[src/hdl/lverm_pkg.sv]
// Shared sizes, field widths and helpers for the extent range mapper.
// Used by lverm_mul and lv_extent_range_mapper; depends on nothing.
package lverm_pkg;

   localparam int MAX_SEGMENTS = 16;
   localparam int MAX_STRIPES  = 4;
   localparam int SEG_W        = $clog2(MAX_SEGMENTS);
   localparam int STR_W        = $clog2(MAX_STRIPES);
   localparam int SEGC_W       = $clog2(MAX_SEGMENTS + 1);
   localparam int STRC_W       = $clog2(MAX_STRIPES + 1);
   localparam int SLOT_TOTAL   = MAX_SEGMENTS * MAX_STRIPES;

   localparam int MUL_A_W = 64;
   localparam int MUL_B_W = 25;
   localparam int MUL_P_W = MUL_A_W + MUL_B_W;

   localparam int REQ_DATA_W = 288;
   localparam int RSP_DATA_W = 136;
   localparam int CSR_IDX_W  = 2;
   localparam int CSR_DATA_W = 25;

   localparam logic [CSR_IDX_W-1:0] CSR_EXTENT_SECTORS = 2'd0;
   localparam logic [CSR_IDX_W-1:0] CSR_SECTOR_BYTES   = 2'd1;
   localparam logic [CSR_IDX_W-1:0] CSR_SEGMENT_TOTAL  = 2'd2;

   localparam logic CMD_LOAD = 1'b0;
   localparam logic CMD_MAP  = 1'b1;

   typedef struct packed {
      logic start;
   } mul_ctl_type;

   typedef struct packed {
      logic               done;
      logic [MUL_P_W-1:0] product;
   } mul_sts_type;

   // Saturates a full product to 64 bits.
   function automatic logic [63:0] sat64(input logic [MUL_P_W-1:0] p);
      logic [63:0] r;
      r = (p[MUL_P_W-1:64] != '0) ? {64{1'b1}} : p[63:0];
      return r;
   endfunction

endpackage

[src/hdl/lverm_mul.sv]
// Shared 64 by 25 bit multiplier built from two 32 by 25 bit partial products.
// Depends on lverm_pkg; the product is valid in the cycle in which done is high.
module lverm_mul (
   input  logic                            clock,
   input  logic                            reset,
   input  lverm_pkg::mul_ctl_type          ctl,
   input  logic [lverm_pkg::MUL_A_W-1:0]   op_a,
   input  logic [lverm_pkg::MUL_B_W-1:0]   op_b,
   output lverm_pkg::mul_sts_type          sts
);

   logic [1:0]                      phase_ff;
   logic                            done_ff;
   logic [lverm_pkg::MUL_A_W-1:0]   a_ff;
   logic [lverm_pkg::MUL_B_W-1:0]   b_ff;
   logic [56:0]                     lo_ff;
   logic [56:0]                     hi_ff;
   logic [lverm_pkg::MUL_P_W-1:0]   p_ff;

   always_ff @(posedge clock) begin
      if (reset) begin
         phase_ff <= 2'd0;
         done_ff  <= 1'b0;
      end else begin
         done_ff <= 1'b0;
         case (phase_ff)
            2'd0: begin
               if (ctl.start) begin
                  phase_ff <= 2'd1;
               end
            end
            2'd1: phase_ff <= 2'd2;
            2'd2: phase_ff <= 2'd3;
            2'd3: begin
               phase_ff <= 2'd0;
               done_ff  <= 1'b1;
            end
            default: phase_ff <= 2'd0;
         endcase
      end
   end

   always_ff @(posedge clock) begin
      if (phase_ff == 2'd0 && ctl.start) begin
         a_ff <= op_a;
         b_ff <= op_b;
      end
      if (phase_ff == 2'd1) begin
         lo_ff <= 57'(a_ff[31:0] * b_ff);
      end
      if (phase_ff == 2'd2) begin
         hi_ff <= 57'(a_ff[63:32] * b_ff);
      end
      if (phase_ff == 2'd3) begin
         p_ff <= {hi_ff, 32'd0} + lverm_pkg::MUL_P_W'(lo_ff);
      end
   end

   assign sts.done    = done_ff;
   assign sts.product = p_ff;

endmodule

[config.mk]
export PLATFORM = sky130hd
export DESIGN_NAME = lverm_mul
export DESIGN_NICKNAME = d
export VERILOG_FILES = /design/src/hdl/lverm_pkg.sv /design/src/hdl/lverm_mul.sv
export SDC_FILE = /design/constraint.sdc
export NUM_CORES = 2
export LEC_CHECK = 0
export ABC_AREA = 1
export BUFFER_PORTS_ARGS = -buffer_cell sky130_fd_sc_hd__buf_2
export CORE_MARGIN = 10
export CORE_UTILIZATION = 50
export DETAILED_ROUTE_END_ITERATION = 7
export GPL_ROUTABILITY_DRIVEN = 0
export PLACE_DENSITY = 0.77
export SYNTH_ARGS = -nofsm -noshare
export SYNTH_HDL_FRONTEND = slang
export SYNTH_SLANG_ARGS = --single-unit
[constraint.sdc]
create_clock -name clock -period 10.8 [get_ports clock]
set_clock_uncertainty 0.05 [all_clocks]
set_input_delay 1.08 -clock clock [delete_from_list [all_inputs] [get_ports clock]]
set_output_delay 1.08 -clock clock [all_outputs]
set_load 0.005 [all_outputs]
# Yosys cells after proc, flatten, opt, wreduce, memory -nomap -nowiden
# Cells that the tools add are included.
[classes] eq_ne=4 reduce_logical=2 addsub=1 n_mul=2 n_mux=3
[ops] operator="multiplier 32 x 25 -> 57 bit" count=2
[ops] operator="adder 89 x 57 -> 89 bit" count=1
[ops] operator="one-hot mux 2 bit (4 select lines)" count=1
[ops] operator="== test 2 bit, second input constant" count=2
[ops] operator="== test 2 x 1 -> 1 bit, second input constant" count=1
[ops] operator="zero test 2 bit" count=1
[ops] operator="two-way mux 2 bit" count=1
[ops] operator="inequality test 2 bit, second input constant" count=1
[ops] operator="logical AND 1 bit" count=1
[ops] operator="two-way mux 1 bit" count=1
[word_totals] out_inout_bits=90 regBits=295 inputBits=92

# Logic depth before layout (Yosys ltp)
[depth] ltp_word=2 ltp_mapped=30 mapped_depth_nobuf=28

# Least setup slack after synthesis
# Ideal clock, no wire load.
[synth_timing] kind="register to register" start="register b_ff[4] in the netlist's numbering" end="register lo_ff[35] (data pin)" n_path_buf=2 stages_incl_launch_ff=26 t_required_ns=10.491 arrival_ns=5.768 path_slack_ns=4.723 path_cell_list="edfxtp_1 clkbuf_1 clkbuf_1 nand2_1 fa_1 inv_1 fa_1 inv_1 fa_1 fa_1 fa_1 inv_1 fa_1 inv_1 fa_1 inv_1 ha_1 nand2_2 inv_2 nand2_1 inv_1 a21oi_1 nand2_1 nand2_1 nand3_1 xor2_1"
[synth_between] elab_chain_len=1
[synth_lines] item="from (decl)" line="lverm_mul.sv:15" rtl="logic [lverm_pkg::MUL_B_W-1:0] b_ff;"
[synth_lines] item="from (signal assigned)" line="lverm_mul.sv:46" rtl="b_ff <= op_b;"
[synth_lines] item="multiplier 32 x 25 -> 57 bit" line="lverm_mul.sv:49" rtl="lo_ff <= 57'(a_ff[31:0] * b_ff);"
[synth_lines] item="to (signal assigned)" line="lverm_mul.sv:49"
[synth_lines] item="to (decl)" line="lverm_mul.sv:16" rtl="logic [56:0] lo_ff;"
# Every way passes these cells.
# A chain may end at the register's enable or synchronous reset.

# Worst setup path in the final report
[layout_timing] start="register b_ff[18] in the netlist's numbering" end="register hi_ff[28] (data pin)"
[layout_between] elab_chain_len=1
[layout_lines] item="multiplier 32 x 25 -> 57 bit" line="lverm_mul.sv:52" rtl="hi_ff <= 57'(a_ff[63:32] * b_ff);"
[layout_lines] item="to (signal assigned)" line="lverm_mul.sv:52"
[layout_lines] item="to (decl)" line="lverm_mul.sv:17" rtl="logic [56:0] hi_ff;"
# Every way passes these cells.

==> impl_metrics.py <==
metrics = {
    "run_status": {
        "violations": "DRC",
        "status": "finished with violations",
    },
    "route": {
        "detail-route-antenna-nets": 0,
        "totalWireLength_um": 196200,
        "viasPerCell": 5.187,
        "routedWlPerCell_um": 18.29,
        "drt_iter0_markers": 5225,
        "drtPass1Iterations": 8,
        "routed-via-count": 55630,
        "route.detailed.drc": 11,
    },
    "sta": {
        "setup_viol": 0,
        "period_share": 0.6914,
        "finalMaxSlewViolations": 0,
        "slew_headroom": 0.08272,
        "tns_ns": 0,
        "hold_viol": 0,
        "tightest_slew_ns": 1.376,
        "min_period_ns": 7.467,
        "grt_setup_unrepaired": "no",
        "fmax_mhz": 133.9,
    },
    "synth": {
        "yosys_warnings": 0,
        "ys.flop_type": "edfxtp_1",
        "synth_seq_cells": 295,
        "synth.most_common_cell": "inv_1",
        "synthDominantCellAreaShare": 0.3995,
        "synth_common_cells": "2,910 x inv_1, 2,798 x nand2_1, 1,375 x fa_1",
        "synth_cell_types": 41,
        "synth_edf_count": 292,
        "syn_inst": 8965,
        "syn_area_per_cell_um2": 7.686,
        "yosysSeqAreaShare": 0.1281,
        "synth_top_area_cell": "fa_1",
        "syn_nets": 10850,
        "synthesis.area_um2": 68910,
        "synth-async-reset-ratio": 0,
        "synthTopCellsByArea": "fa_1 40%, inv_1 16%, nand2_1 15%",
    },
    "grt": {
        "grt-ovfl-total": 0,
        "antenna_found_initial": 12,
        "grt_max_degree": 65,
        "first_global_vias": 60180,
        "grt_pass1_wl_um": 317700,
        "track_usage": 0.2625,
    },
    "critical_path": {
        "timing.rr.start": "b_ff[18]",
        "worst-endpoint-arrival_ns": 7.75,
        "critPathLaunch": "b_ff[18]",
        "critPathKind": "reg -> reg",
        "timing.critical_path.from_type": "flip-flop",
        "worstPathRequired_ns": 11.08,
        "critPathCaptureType": "flip-flop",
        "cp_max_fo": 48,
    },
    "floorplanning": {
        "die_w_um": 391.2,
        "top_level_ports": 182,
        "die_area_um2": 153100,
        "core_um2": 137200,
        "initial_core_util": 0.5024,
        "die_h_um": 391.2,
        "row_count": 136,
    },
    "clock_network": {
        "clk_pin_slew_worst_paths_ns": 0.06,
        "cts_sinks": 295,
        "insertion_delay_ns": 0.62,
        "post-cts-setup-buffer-count": 0,
        "clockBufferDepth": 3,
        "cts_tree": "yes",
        "root_buffer": "clkbuf_16",
        "cts_resized": 0,
        "cts_max_level": 2,
        "cts_hold_buf": 0,
        "cts_made_buffers": 40,
    },
    "worst_hold_path": {
        "hp-start": "lo_ff[26]",
        "hold_path.class": "reg -> reg",
    },
    "layout": {
        "nets": 10780,
        "multi_input_area_um2": 47720,
        "nFillCells": 12490,
        "regArea_um2": 8828,
        "drive_above_1_share": 0.04940,
        "area_growth_pct": 5.340,
    },
    "job": {
        "drv_cap": 0,
    },
    "placement": {
        "portBuffers": 181,
        "dpl.hpwl_um": 150800,
    },
}
## worst paths after layout
path	cells after the start	slack, ns	to
setup / recovery	23	3.33	hi_ff[28]
hold / removal	0	0.37	p_ff[26]
setup reg to reg	23	3.33	hi_ff[28]
hold reg to reg	0	0.37	p_ff[26]
## worst max-delay path, stage by stage (launching register included)
cell	delay, ns
edfxtp_1	0.79
buf_4	0.74
nand2_1	0.16
fa_1	0.52
inv_1	0.05
fa_1	0.50
inv_1	0.06
fa_1	0.52
inv_1	0.05
fa_1	0.49
fa_1	0.43
fa_1	0.50
inv_1	0.05
fa_1	0.47
inv_1	0.05
ha_1	0.35
nand2_1	0.12
nor2_1	0.25
inv_1	0.10
nor2_1	0.19
nand2_1	0.08
nand2_1	0.07
a21oi_1	0.09
xnor2_1	0.46
## cells in the final DEF, fill, tap and decap left out, types with 14 or more instances in the layout
master / instances
a21oi_1: 88
buf_2: 181
buf_4: 78
clkbuf_16: 40
edfxtp_1: 292
fa_1: 1375
ha_1: 411
inv_1: 2909
inv_2: 18
nand2_1: 2798
nand2_2: 20
nand3_1: 161
nand3_2: 21
nand4_1: 41
nor2_1: 213
nor2_2: 40
nor3_1: 24
xnor2_1: 14
xor2_1: 79
## cells by family after synthesis
| group | Yosys count | share of synthesized area |
|---|---|---|
| fa+ha+maj | 1789 | 0.4746 |
| simple gates | 3362 | 0.1954 |
| compound gates | 130 | 0.01037 |
| xor+xnor | 93 | 0.01182 |
| buf+inv | 3296 | 0.1796 |
| flops | 295 | 0.1281 |
## metrics by stage
stage | hold WS [ns] | utilization | std cells | cell area [µm²] | setup slack, ns
3_5_place_dp | 0.3554 | 0.5197 | 10650 | 71280 | 3.495
2_1_floorplan | 0.3503 | - | 8965 | 68910 | 4.723
3_3_place_gp | 0.3528 | 0.5197 | 10650 | 71280 | 3.574
4_1_cts | 0.3690 | 0.5292 | 10720 | 72580 | 3.434
5_1_grt | 0.3713 | 0.5292 | 10720 | 72580 | 3.041
6_report | 0.3672 | 0.5292 | 10720 | 72590 | 3.333
## sequential cells by signal (all words and copies together), names as in the netlist
| register | count |
|---|---|
| a_ff | 64 |
| b_ff | 25 |
| phase_ff | 2 |
| done_ff | 1 |
| p_ff | 89 |
| lo_ff | 57 |
| hi_ff | 57 |
## final cells by class
class                      instances  share of cell area
inverter                        2928              0.1514
multi-input combinational       5374              0.6574
antenna                            3           0.0001034
sequential                       295              0.1216
clock inverter                    24            0.003775
tap                             1794             0.03092
clock buffer                      47             0.01415
timing repair buffer             259             0.02055
## layer usage
metal	track usage	part of all wire	vias to the layer above
li1	-	-	24730
met1	0.3262	0.37	26800
met2	0.4165	0.45	3242
met3	0.06691	0.12	841
met4	0.1483	0.067	18
met5	0	0.00060	-
Power is not shown: default switching activity piles up to over one toggle a cycle in this logic, so the estimate is an artifact.
